[src/rtl/mact_pkg.sv]
package mact_pkg;

	localparam int DATA_WIDTH = 16;
	localparam int ACT_WIDTH = 25;
	localparam int QUO_WIDTH = 16;
	localparam int DIV_STEPS_PER_STAGE = 2;
	localparam int DIV_STAGES = QUO_WIDTH / DIV_STEPS_PER_STAGE;

	typedef enum logic [2:0] {
		KIND_SIGMOID  = 3'd0,
		KIND_RELU     = 3'd1,
		KIND_LEAKY    = 3'd2,
		KIND_TANH     = 3'd3,
		KIND_GELU     = 3'd4,
		KIND_SOFTPLUS = 3'd5,
		KIND_SOFTSIGN = 3'd6,
		KIND_BAD      = 3'd7
	} kind_t;

	typedef struct packed {
		logic signed [DATA_WIDTH-1:0] sample;
		logic signed [DATA_WIDTH-1:0] mask_value;
		logic                         last_item;
	} sample_t;

	typedef struct packed {
		logic signed [DATA_WIDTH-1:0] result_value;
		logic                         last_out;
		logic                         bad_kind;
	} result_t;

	typedef struct packed {
		logic signed [DATA_WIDTH-1:0] mask;
		logic                         last;
		logic                         bad;
		kind_t                        kind;
		logic                         neg;
		logic signed [ACT_WIDTH-1:0]  act;
	} meta_t;

	typedef struct packed {
		logic [16:0]          divisor;
		logic [16:0]          rem;
		logic [15:0]          num_lo;
		logic [QUO_WIDTH-1:0] quo;
	} div_t;

	typedef struct packed {
		meta_t meta;
		div_t  div;
	} lane_t;

	// Phi(x) in Q1.15 on [0,4], step 0.25.
	localparam logic [15:0] PHI_TABLE [0:16] = '{
		16'd16384, 16'd19618, 16'd22658, 16'd25342, 16'd27569, 16'd29306,
		16'd30579, 16'd31455, 16'd32023, 16'd32367, 16'd32565, 16'd32670,
		16'd32724, 16'd32749, 16'd32760, 16'd32765, 16'd32767
	};

	// ln(1 + exp(-x)) in Q.16 on [0,8], step 0.5.
	localparam logic [15:0] SOFTPLUS_TABLE [0:16] = '{
		16'd45426, 16'd31069, 16'd20530, 16'd13200, 16'd8318, 16'd5170,
		16'd3184, 16'd1950, 16'd1189, 16'd724, 16'd440, 16'd267,
		16'd162, 16'd98, 16'd60, 16'd36, 16'd22
	};

	// Piecewise-linear sigmoid of a magnitude (Q.8 in, Q.16 out).
	function automatic logic [16:0] sig_mag(input logic [16:0] s);
		logic [16:0] y;
		if (s >= 17'd1280) begin
			y = 17'd65536;
		end else if (s >= 17'd608) begin
			y = (s << 3) + 17'd55296;
		end else if (s >= 17'd256) begin
			y = (s << 5) + 17'd40960;
		end else begin
			y = (s << 6) + 17'd32768;
		end
		return y;
	endfunction

	// One restoring division step.
	function automatic div_t div_step(input div_t s);
		logic [17:0] r2;
		div_t n;
		n = s;
		r2 = {s.rem, s.num_lo[15]};
		if (r2 >= {1'b0, s.divisor}) begin
			n.rem = 17'(r2 - {1'b0, s.divisor});
			n.quo = {s.quo[QUO_WIDTH-2:0], 1'b1};
		end else begin
			n.rem = r2[16:0];
			n.quo = {s.quo[QUO_WIDTH-2:0], 1'b0};
		end
		n.num_lo = {s.num_lo[14:0], 1'b0};
		return n;
	endfunction

endpackage

[src/rtl/mact_act.sv]
module mact_act (
	input  logic             clk,
	input  logic             arst_n,
	input  logic             adv,
	input  logic             in_valid,
	input  mact_pkg::sample_t in_data,
	input  mact_pkg::kind_t  kind,
	output logic             out_valid,
	output mact_pkg::lane_t  out_lane
);
	import mact_pkg::*;

	logic    valid_s1;
	sample_t smp_s1;
	kind_t   kind_s1;

	logic                        valid_s2;
	logic [15:0]                 a_s2;
	logic                        neg_s2;
	logic signed [DATA_WIDTH-1:0] mask_s2;
	logic                        last_s2;
	kind_t                       kind_s2;
	logic signed [ACT_WIDTH-1:0] act_s2;
	logic [15:0]                 p_s2;

	logic  valid_s3;
	lane_t lane_s3;

	logic        neg;
	logic [15:0] a;
	logic        pos;
	logic signed [ACT_WIDTH-1:0] x256;
	logic [16:0] sig;
	logic [16:0] sig_u;
	logic [16:0] y2;
	logic signed [ACT_WIDTH-1:0] t_pos;
	logic [25:0] lk_prod;
	logic [12:0] lk_mag;
	logic [4:0]  gi;
	logic [4:0]  gj;
	logic [6:0]  g_w;
	logic [22:0] g_sum;
	logic [15:0] p_pos;
	logic [15:0] p_val;
	logic [4:0]  si;
	logic [4:0]  sj;
	logic [7:0]  s_w;
	logic [23:0] s_sum;
	logic [15:0] sp_c;
	logic signed [ACT_WIDTH-1:0] act_pre;

	logic [32:0] g_prod;
	logic [25:0] g_mag;
	logic signed [ACT_WIDTH-1:0] act_fin;
	logic [16:0] divisor;

	always_comb begin
		neg = smp_s1.sample[DATA_WIDTH-1];
		a = neg ? 16'(-smp_s1.sample) : 16'(smp_s1.sample);
		pos = !neg && (a != 16'd0);
		x256 = $signed({1'b0, a, 8'd0});

		sig = sig_mag({1'b0, a});
		sig_u = neg ? 17'd65536 - sig : sig;

		// tanh(x) = 2 * sigmoid(2x) - 1
		y2 = sig_mag({a, 1'b0});
		t_pos = $signed({7'd0, y2, 1'b0}) - 25'sd65536;

		lk_prod = 26'(a) * 26'd524;
		lk_mag = 13'((lk_prod + 26'd2048) >> 12);

		gi = {1'b0, a[9:6]};
		gj = gi + 5'd1;
		g_w = 7'd64 - {1'b0, a[5:0]};
		g_sum = 23'(PHI_TABLE[gi]) * 23'(g_w) + 23'(PHI_TABLE[gj]) * 23'(a[5:0]) + 23'd32;
		p_pos = (a >= 16'd1024) ? 16'd32768 : 16'(g_sum >> 6);
		p_val = neg ? 16'd32768 - p_pos : p_pos;

		si = {1'b0, a[10:7]};
		sj = si + 5'd1;
		s_w = 8'd128 - {1'b0, a[6:0]};
		s_sum = 24'(SOFTPLUS_TABLE[si]) * 24'(s_w) + 24'(SOFTPLUS_TABLE[sj]) * 24'(a[6:0])
			+ 24'd64;
		sp_c = (a < 16'd2048) ? 16'(s_sum >> 7) : 16'd0;

		case (kind_s1)
			KIND_SIGMOID:  act_pre = $signed({8'd0, sig_u});
			KIND_RELU:     act_pre = pos ? x256 : '0;
			KIND_LEAKY:    act_pre = neg ? -$signed({12'd0, lk_mag}) : x256;
			KIND_TANH:     act_pre = neg ? -t_pos : t_pos;
			KIND_SOFTPLUS: act_pre = (pos ? x256 : '0) + $signed({9'd0, sp_c});
			default:       act_pre = '0;
		endcase
	end

	always_comb begin
		g_prod = 33'(a_s2) * 33'(p_s2) + 33'd64;
		g_mag = 26'(g_prod >> 7);
		if (kind_s2 == KIND_GELU) begin
			act_fin = neg_s2 ? -$signed(g_mag[ACT_WIDTH-1:0]) : $signed(g_mag[ACT_WIDTH-1:0]);
		end else begin
			act_fin = act_s2;
		end
		divisor = {1'b0, a_s2} + 17'd256;
	end

	always_ff @(posedge clk or negedge arst_n) begin
		if (!arst_n) begin
			valid_s1 <= 1'b0;
			valid_s2 <= 1'b0;
			valid_s3 <= 1'b0;
		end else if (adv) begin
			valid_s1 <= in_valid;
			valid_s2 <= valid_s1;
			valid_s3 <= valid_s2;
		end
	end

	always_ff @(posedge clk) begin
		if (adv) begin
			smp_s1 <= in_data;
			kind_s1 <= kind;

			a_s2 <= a;
			neg_s2 <= neg;
			mask_s2 <= smp_s1.mask_value;
			last_s2 <= smp_s1.last_item;
			kind_s2 <= kind_s1;
			act_s2 <= act_pre;
			p_s2 <= p_val;

			lane_s3.meta.mask <= mask_s2;
			lane_s3.meta.last <= last_s2;
			lane_s3.meta.bad <= (kind_s2 == KIND_BAD);
			lane_s3.meta.kind <= kind_s2;
			lane_s3.meta.neg <= neg_s2;
			lane_s3.meta.act <= act_fin;
			// Numerator is |x| * 65536 + divisor / 2; its high half is |x|.
			lane_s3.div.divisor <= divisor;
			lane_s3.div.rem <= {1'b0, a_s2};
			lane_s3.div.num_lo <= divisor[16:1];
			lane_s3.div.quo <= '0;
		end
	end

	assign out_valid = valid_s3;
	assign out_lane = lane_s3;

endmodule

[src/rtl/mact_div_stage.sv]
module mact_div_stage (
	input  logic            clk,
	input  logic            arst_n,
	input  logic            adv,
	input  logic            in_valid,
	input  mact_pkg::lane_t in_lane,
	output logic            out_valid,
	output mact_pkg::lane_t out_lane
);
	import mact_pkg::*;

	logic  valid_s1;
	lane_t lane_s1;
	div_t  steps [0:DIV_STEPS_PER_STAGE];

	always_comb begin
		steps[0] = in_lane.div;
		for (int i = 0; i < DIV_STEPS_PER_STAGE; i++) begin
			steps[i+1] = div_step(steps[i]);
		end
	end

	always_ff @(posedge clk or negedge arst_n) begin
		if (!arst_n) begin
			valid_s1 <= 1'b0;
		end else if (adv) begin
			valid_s1 <= in_valid;
		end
	end

	always_ff @(posedge clk) begin
		if (adv) begin
			lane_s1.meta <= in_lane.meta;
			lane_s1.div <= steps[DIV_STEPS_PER_STAGE];
		end
	end

	assign out_valid = valid_s1;
	assign out_lane = lane_s1;

endmodule

[src/rtl/mact_scale.sv]
module mact_scale (
	input  logic              clk,
	input  logic              arst_n,
	input  logic              adv,
	input  logic              in_valid,
	input  mact_pkg::lane_t   in_lane,
	output logic              out_valid,
	output mact_pkg::result_t out_data
);
	import mact_pkg::*;

	localparam logic [24:0] LIM_POS = 25'((2 ** (DATA_WIDTH - 1)) - 1);
	localparam logic [24:0] LIM_NEG = 25'(2 ** (DATA_WIDTH - 1));

	logic signed [ACT_WIDTH-1:0] act;
	logic                        act_neg;
	logic [23:0]                 am;
	logic [DATA_WIDTH-1:0]       mm;
	logic [39:0]                 prod;

	logic        valid_s1;
	logic [39:0] prod_s1;
	logic        neg_s1;
	logic        last_s1;
	logic        bad_s1;

	logic [40:0]           rnd;
	logic [24:0]           mag;
	logic [DATA_WIDTH-1:0] value;

	logic    valid_s2;
	result_t res_s2;

	always_comb begin
		if (in_lane.meta.kind == KIND_SOFTSIGN) begin
			act = in_lane.meta.neg ? -$signed({9'd0, in_lane.div.quo})
				: $signed({9'd0, in_lane.div.quo});
		end else begin
			act = in_lane.meta.act;
		end
		act_neg = act[ACT_WIDTH-1];
		am = act_neg ? 24'(-act) : 24'(act);
		mm = in_lane.meta.mask[DATA_WIDTH-1] ? DATA_WIDTH'(-in_lane.meta.mask)
			: DATA_WIDTH'(in_lane.meta.mask);
		prod = 40'(mm) * 40'(am);
	end

	always_comb begin
		rnd = 41'(prod_s1) + 41'd32768;
		mag = rnd[40:16];
		if (neg_s1) begin
			value = (mag >= LIM_NEG) ? DATA_WIDTH'(LIM_NEG) : DATA_WIDTH'(-mag[DATA_WIDTH-1:0]);
		end else begin
			value = (mag >= LIM_POS) ? DATA_WIDTH'(LIM_POS) : mag[DATA_WIDTH-1:0];
		end
		if (bad_s1) begin
			value = '0;
		end
	end

	always_ff @(posedge clk or negedge arst_n) begin
		if (!arst_n) begin
			valid_s1 <= 1'b0;
			valid_s2 <= 1'b0;
		end else if (adv) begin
			valid_s1 <= in_valid;
			valid_s2 <= valid_s1;
		end
	end

	always_ff @(posedge clk) begin
		if (adv) begin
			prod_s1 <= prod;
			neg_s1 <= in_lane.meta.mask[DATA_WIDTH-1] ^ act_neg;
			last_s1 <= in_lane.meta.last;
			bad_s1 <= in_lane.meta.bad;
			res_s2.result_value <= $signed(value);
			res_s2.last_out <= last_s1;
			res_s2.bad_kind <= bad_s1;
		end
	end

	assign out_valid = valid_s2;
	assign out_data = res_s2;

	// An unassigned kind always yields zero.
	a_bad_zero: assert property (@(posedge clk) disable iff (!arst_n)
		valid_s2 && res_s2.bad_kind |-> res_s2.result_value == '0)
		else $error("bad kind gave nonzero result");

	// A zero product (zero mask or zero activation) rounds to exactly zero.
	a_zero_prod: assert property (@(posedge clk) disable iff (!arst_n)
		adv && valid_s1 && prod_s1 == '0 |=> res_s2.result_value == '0)
		else $error("zero product gave nonzero result");

	// Saturation keeps the sign of a non-negative product: the result is never negative.
	a_sign: assert property (@(posedge clk) disable iff (!arst_n)
		adv && valid_s1 && !neg_s1 |=> !res_s2.result_value[DATA_WIDTH-1])
		else $error("positive product gave negative result");

endmodule

[src/rtl/masked_activation_unit.sv]
// Masked activation unit: one Q8.8 sample and one Q8.8 mask value per request,
// result = mask * act(sample), rounded and saturated to Q8.8.
//
// Channels: sample_valid/sample_stall carry sample_data; result_valid/result_stall
// carry result_data. A request moves when valid is high and stall is low.
// The cfg channel (cfg_valid/cfg_ready, always ready) writes the 3-bit
// activation kind; it should be written only while the pipeline is empty.
// A kind of 7 flags bad_kind and gives zero.
//
// An accepted sample reaches the output through these stages in order:
// three front stages (input, table lookup and interpolation, GeLU multiply),
// eight stages of a radix-2 restoring divider for softsign (two quotient bits
// per stage), and two stages for the mask multiply and saturation.
// Throughput is one request per cycle while result_stall does not hold the pipeline.
//
// Reset clears all valid bits and sets the kind to sigmoid. When result_stall
// is high with a result waiting, the whole pipeline holds and sample_stall is
// raised in the same cycle; nothing is lost or repeated.
module masked_activation_unit (
	input  logic              clk,
	input  logic              arst_n,
	input  logic              sample_valid,
	output logic              sample_stall,
	input  mact_pkg::sample_t sample_data,
	output logic              result_valid,
	input  logic              result_stall,
	output mact_pkg::result_t result_data,
	input  logic              cfg_valid,
	output logic              cfg_ready,
	input  logic [2:0]        cfg_data
);
	import mact_pkg::*;

	kind_t kind_q;
	logic  adv;

	logic  lane_valid [0:DIV_STAGES];
	lane_t lane_data  [0:DIV_STAGES];

	assign cfg_ready = 1'b1;
	assign adv = !(result_valid && result_stall);
	assign sample_stall = !adv;

	always_ff @(posedge clk or negedge arst_n) begin
		if (!arst_n) begin
			kind_q <= KIND_SIGMOID;
		end else if (cfg_valid && cfg_ready) begin
			kind_q <= kind_t'(cfg_data);
		end
	end

	mact_act u_act (
		.clk       (clk),
		.arst_n    (arst_n),
		.adv       (adv),
		.in_valid  (sample_valid),
		.in_data   (sample_data),
		.kind      (kind_q),
		.out_valid (lane_valid[0]),
		.out_lane  (lane_data[0])
	);

	for (genvar g = 0; g < DIV_STAGES; g++) begin : g_div
		mact_div_stage u_div (
			.clk       (clk),
			.arst_n    (arst_n),
			.adv       (adv),
			.in_valid  (lane_valid[g]),
			.in_lane   (lane_data[g]),
			.out_valid (lane_valid[g+1]),
			.out_lane  (lane_data[g+1])
		);
	end

	mact_scale u_scale (
		.clk       (clk),
		.arst_n    (arst_n),
		.adv       (adv),
		.in_valid  (lane_valid[DIV_STAGES]),
		.in_lane   (lane_data[DIV_STAGES]),
		.out_valid (result_valid),
		.out_data  (result_data)
	);

endmodule
[config.mk]
export PLATFORM = sky130hd
export DESIGN_NAME = masked_activation_unit
export DESIGN_NICKNAME = d
export VERILOG_FILES = /design/src/rtl/mact_pkg.sv /design/src/rtl/mact_act.sv /design/src/rtl/mact_div_stage.sv /design/src/rtl/mact_scale.sv /design/src/rtl/masked_activation_unit.sv
export SDC_FILE = /design/constraint.sdc
export NUM_CORES = 2
export LEC_CHECK = 0
export ABC_AREA = 1
export BUFFER_PORTS_ARGS = -buffer_cell sky130_fd_sc_hd__buf_4
export CORE_MARGIN = 2
export CORE_UTILIZATION = 45
export CTS_BUF_LIST = sky130_fd_sc_hd__clkbuf_16
export CTS_CLUSTER_SIZE = 16
export DETAILED_ROUTE_END_ITERATION = 10
export SETUP_SLACK_MARGIN = 0.1
export SYNTH_ARGS = -nofsm -noshare
export SYNTH_HDL_FRONTEND = slang
export SYNTH_SLANG_ARGS = --single-unit
export TNS_END_PERCENT = 5
[constraint.sdc]
create_clock -name clk -period 34.7 [get_ports clk]
set_clock_uncertainty 0.15 [all_clocks]
set_input_delay 3.47 -clock clk [delete_from_list [all_inputs] [get_ports clk]]
set_output_delay 3.47 -clock clk [all_outputs]
set_load 0.005 [all_outputs]
# == Yosys cells after proc, flatten, opt, wreduce, memory -nomap -nowiden ==
# Memories as Yosys holds them, arrays and structs flattened.
# Index checks and enable logic that the tools add are counted.
# op_classes
addsub,45
mul,7
magnitude_cmp,30
eq_ne,7
n_mux,63
n_bitwise,5
reduce_logical,5
# ops
operator,count
17-bit two-way mux,22
18-bit by 17-bit greater-or-equal comparator with 1-bit output,15
16-bit two-way mux,16
17-bit subtractor,15
25-bit two-way mux,6
25-bit case mux with 5 select lines,1
"17-bit by 16-bit adder with 17-bit output, second input constant",6
25-bit negation,2
24-bit two-way mux,2
16-bit negation,3
"40-bit by 16-bit adder with 41-bit output, second input constant",1
16-bit by 24-bit multiplier with 40-bit output,1
"32-bit by 7-bit adder with 32-bit output, second input constant",1
"16-bit by 11-bit greater-or-equal comparator with 1-bit output, second input constant",2
16-bit by 16-bit multiplier with 32-bit output,1
"25-bit by 12-bit adder with 25-bit output, second input constant",1
25-bit by 16-bit adder with 25-bit output,1
"25-bit by 15-bit greater-or-equal comparator with 1-bit output, second input constant",1
"25-bit by 16-bit greater-or-equal comparator with 1-bit output, second input constant",1
13-bit negation with 25-bit output,1
16-bit negation with 25-bit output,1
"6-bit greater-or-equal comparator, second input constant",4
24-bit negation,1
23-bit adder,1
other kinds (33),56
# word_totals
reg_bits,1029
mem_bits_ro,2048
inputBits,41
output_inout_bits,21
wordCells,284
n_memories,4
# mem_list
name,depth,word_bits,read_ports,rd_clocked_by_memory_dff,write_ports,line,source
(name not given),32,16,1,0,0,mact_act.sv:76,g_sum = 23'(PHI_TABLE[gi]) * 23'(g_w) + 23'(PHI_TABLE[gj]) * 23'(a[5:0]) + 23'd32;
(name not given),32,16,1,0,0,mact_act.sv:76,
(name not given),32,16,1,0,0,mact_act.sv:83,s_sum = 24'(SOFTPLUS_TABLE[si]) * 24'(s_w) + 24'(SOFTPLUS_TABLE[sj]) * 24'(a[6:0])
(name not given),32,16,1,0,0,mact_act.sv:83,

# == Longest topological paths before layout ==
# logic_depth
ltp_word,13
ltp_mapped,64
depth_no_buf,61

# == Cells and area by module ==
# From an unflattened synthesis, not the netlist that was laid out.
# hier_totals
hier_cells,11742
hier_area_um2,101492.3
# by_module_without_submodules
module,instances,cells_each,area_each_um2,seq_area_each_um2
mact_div_stage (g_div[0].u_div ...),7,600,5898.2,3358.2
mact_act,1,4721,37315.8,5660.4
mact_scale,1,2190,16748.6,1431.4
mact_div_stage (g_div[7].u_div),1,614,6009.5,3358.2
masked_activation_unit,1,17,131.4,75.1

# == Worst setup path after synthesis ==
# No wires, ideal clock.
# synth_timing
kind,input port to flip-flop
startpoint,in result_stall
endpoint,reg u_scale.valid_s1
setup_ns,1.214
arrival_time_ns,29.130
required_time_ns,33.336
path_slack_ns,4.206
stages,3
n_path_buf,1
cell_sequence,nand2_1 -> clkbuf_1 -> o21ai_0
# synth_between
elab_chain_cells,1
# synth_lines
element,line,source
start: declaration,masked_activation_unit.sv:26,"input logic result_stall,"
1-bit logical AND,masked_activation_unit.sv:41,assign adv = !(result_valid && result_stall);
end signal: assignment,mact_scale.sv:66,valid_s1 <= in_valid;
end: declaration,mact_scale.sv:21,logic valid_s1;
# No other way between the ends.
# A chain may end at the register's enable or synchronous reset.

# == Worst setup path after layout ==
# layout_timing
startpoint,reg u_act.smp_s1[17] in the netlist's numbering
endpoint,reg u_act.act_s2[21] (data pin)
# layout_between
elab_chain_cells,13
elab_cells_between_ends,39
classes_between,add/sub (13); mul (3); order compare (4); mux (13); bitwise (2); reduce/logical (2); memory (2)
# layout_lines
element,line,source
start: declaration,mact_act.sv:14,sample_t smp_s1;
start signal: assignment,mact_act.sv:122,smp_s1 <= in_data;
16-bit negation,mact_act.sv:59,a = neg ? 16'(-smp_s1.sample) : 16'(smp_s1.sample);
16-bit two-way mux (*),mact_act.sv:59,
4-bit by 1-bit adder with 5-bit output,mact_act.sv:81,sj = si + 5'd1;
5-bit NOT with 6-bit output (not written as such),mact_act.sv:83,
memory read 32 x 16 bit,--,
16-bit two-way mux (not written as such) (2 in series),mact_act.sv:83,
16-bit by 7-bit multiplier with 23-bit output,mact_act.sv:83,
23-bit adder,mact_act.sv:83,
23-bit by 7-bit adder with 23-bit output,mact_act.sv:84,+ 24'd64;
16-bit two-way mux,mact_act.sv:85,sp_c = (a < 16'd2048) ? 16'(s_sum >> 7) : 16'd0;
25-bit by 16-bit adder with 25-bit output,mact_act.sv:92,"KIND_SOFTPLUS: act_pre = (pos ? x256 : '0) + $signed({9'd0, sp_c});"
25-bit case mux with 5 select lines (*),mact_act.sv:87,case (kind_s1)
via u_act.act_pre[21],mact_act.sv:50,logic signed [ACT_WIDTH-1:0] act_pre;
end signal: assignment,mact_act.sv:130,act_s2 <= act_pre;
end: declaration,mact_act.sv:23,logic signed [ACT_WIDTH-1:0] act_s2;
# Mark *: on every way through the listed nets, which the timed path passes. The rest lies on a longest branch. The select of a mux whose other input is x is not followed.

==> run metrics <==
DR vias/cell=roughly 5.2; fmax=between 0.08 and 0.09 GHz; Seq cells post-synth=between 900 and 1k; Ports=62; Yosys top cell area share=about a third; CTS max path bufs=3; worst-path fanout max=33; Slew headroom=between 10% and 20%; slowest stage delay, CP=a little under 1 ns; status=finished clean; Worst Hold Slack=0.235 ns; Main synth FF type=edfxtp_1; die width=about 440 um; most frequent cells after synthesis=nand2_1 (2,085), inv_1 (1,815), edfxtp_1 (918), fa_1 (866), ha_1 (731); Mapped Cells=around 10k; DRC viols=0; Routed WL=roughly 230 mm; Final #Nets=between 10k and 15k; Final period util=a little over a third; Arr. time, crit path=~13 ns; initial core utilization=between 40% and 50%; gr ovfl total=0; post-route ant nets=0; initial antenna violation count=2; die span in y=~440 um; Core Area=roughly 190,000 sq um; cts-stage hold buffer count=0; area leader, netlist=edfxtp_1; share of cells above drive strength 1=4.85%; type of the worst setup path=flip-flop to flip-flop; crit path launch type=flip-flop; GRT Overall Usage=between 20% and 30%; Layout area overhead=7.46%; vias in the first global route=65.9k; syn nets=11.4k; post-cts resize count=0; Max Cap Violations=0; number of post-CTS setup repair buffers=0; first-pass GRT wire length=362 mm; min-delay worst type=flip-flop to flip-flop; clk sinks=934; register area share after synthesis=a little under a third; Max Slew Vio Count=0; synthesized area=87,500 sq um; initial drt markers=approximately 4.5k; Worst Tran Pin Value=1.21 ns; main area contributors after synthesis=edfxtp_1 (32%), fa_1 (20%), ha_1 (10%), nand2_1 (8.9%), inv_1 (7.8%); Final min period=approximately 12 ns; Via Count=roughly 65k; WP data required=approximately 35 ns; asr flop ratio synth=1.71%; most frequent cell after synthesis=nand2_1; drt wl/cell=approximately 18 um; slowest cell on the critical path=clkinv_1; yosys warns=0; number of H-tree levels=3; I/O Buffers=60; Worst-Skew Late Latency=between 0.7 and 0.8 ns; Clk pin slew, worst setup/hold paths=~0.060 ns; CTS root buf=clkbuf_16; unrepaired setup endpoints after global routing=false; hpwl dp=181 mm; Cell Rows=about 160; number of synthesized flops with an enable pin=approximately 920; Placer Congestion=0.936; Synth Area per Inst=8.96 sq um; Critical Path End Type=flip-flop; setup tns final=0 ns; CTS tree=yes; CTS Buf Count=102; Setup violations, final=0; Fin. Hold Viols=0; drt pass-1 iters=6; die area=a little under 200,000 sq um; largest net degree at the start of global routing=roughly 190; Distinct cells, synth=84
==> cell families after synthesis <==
| family | after synthesis | synth area share (%) |
|---|---|---|
| flops | 934 | 32.0 |
| xor+xnor | 382 | 3.88 |
| compound gates | 1313 | 8.32 |
| fa+ha+maj | 1597 | 30.3 |
| mux | 6 | 0.0772 |
| buf+inv | 2108 | 9.19 |
| simple gates | 3422 | 16.3 |
| other cells | 2 | 0.00858 |
==> registers in the layout, indices dropped and copies added, names as in the netlist, 8 cells and up <==
name                   flops
u_scale.out_data          18
u_act.out_lane            72
u_scale.prod_s1           25
u_act.mask_s2             16
u_act.smp_s1              32
g_div.u_div.out_lane     686
g_div.u_div.out_valid      8
u_act.p_s2                16
u_act.a_s2                16
u_act.act_s2              25
==> metal layers <==
metal	part of all wire, %	wire, um	track usage, %	vias up
li1	-	-	-	31200
met1	45	102000	31.7	31500
met2	47	105000	37.8	1667
met3	5.2	11800	2.82	357
met4	3.3	7370	7.33	2
met5	0.0058	13	0	-
==> metrics by stage <==
step	setup slack [ns]	util (%)	std cells	instance area, sq um
2_1_floorplan	4.21	-	9764	87500
3_3_place_gp	22.83	47.0	12200	90600
3_5_place_dp	22.71	47.0	12200	90600
4_1_cts	22.66	48.8	12400	94000
5_1_grt	21.57	48.8	12400	94000
6_report	22.57	48.8	12400	94000
==> final timing paths <==
check                                            start                          end  slack, ns  cells past startpoint
max reg2reg                           u_act.smp_s1[17]             u_act.act_s2[21]      22.57                     52
min in group asynchronous                       arst_n                    kind_q[2]       2.45                      1
min                        g_div[6].u_div.out_lane[93]  g_div[7].u_div.out_lane[93]       0.23                      0
min reg2reg                g_div[6].u_div.out_lane[93]  g_div[7].u_div.out_lane[93]       0.23                      0
max                                   u_act.smp_s1[17]             u_act.act_s2[21]      22.57                     52
max in group asynchronous                       arst_n     g_div[7].u_div.out_valid      31.76                      1
==> cells in the final DEF (no fill, tap or decap), drive strengths merged, types with 30 or more instances in the layout <==
| master | synthesis | layout |
|---|---|---|
| nand2 | 2122 | 2122 |
| inv | 1847 | 1876 |
| edfxtp | 918 | 918 |
| fa | 866 | 866 |
| nor2 | 732 | 732 |
| ha | 731 | 731 |
| a21oi | 534 | 534 |
| o21ai | 532 | 532 |
| nand3 | 318 | 318 |
| xor2 | 245 | 245 |
| xnor2 | 137 | 137 |
| buf | 49 | 128 |
| clkbuf | 203 | 103 |
| nor3 | 99 | 99 |
| nand4 | 67 | 67 |
| clkinv | 9 | 51 |
| a31oi | 47 | 47 |
| o211ai | 41 | 41 |
| o21bai | 31 | 31 |
| nand3b | 30 | 30 |
==> critical path: cells and delay by family, from the launching register on <==
family	cells	cell delay [ns]
AOI/OAI and AO/OA	9	1.49
xor gates and xnor gates	1	0.39
adders and majority gates	9	3.92
buffers and inverters	13	3.04
DFF	1	0.35
and+or+nand+nor	20	2.58
==> area by class of cell <==
type                       count  area, sq um
inverter                    1856         6980
clock inverter                87          790
fill                       18100        98800
clock buffer                 103         2580
timing repair buffer         128          986
multi-input combinational   6722        51500
tap                         2526         3160
antenna                        1         2.50
sequential                   934        28000
Power is left out: the tool's default activity adds up to more than one toggle a clock period on the data nets, which glitch-free logic cannot reach.
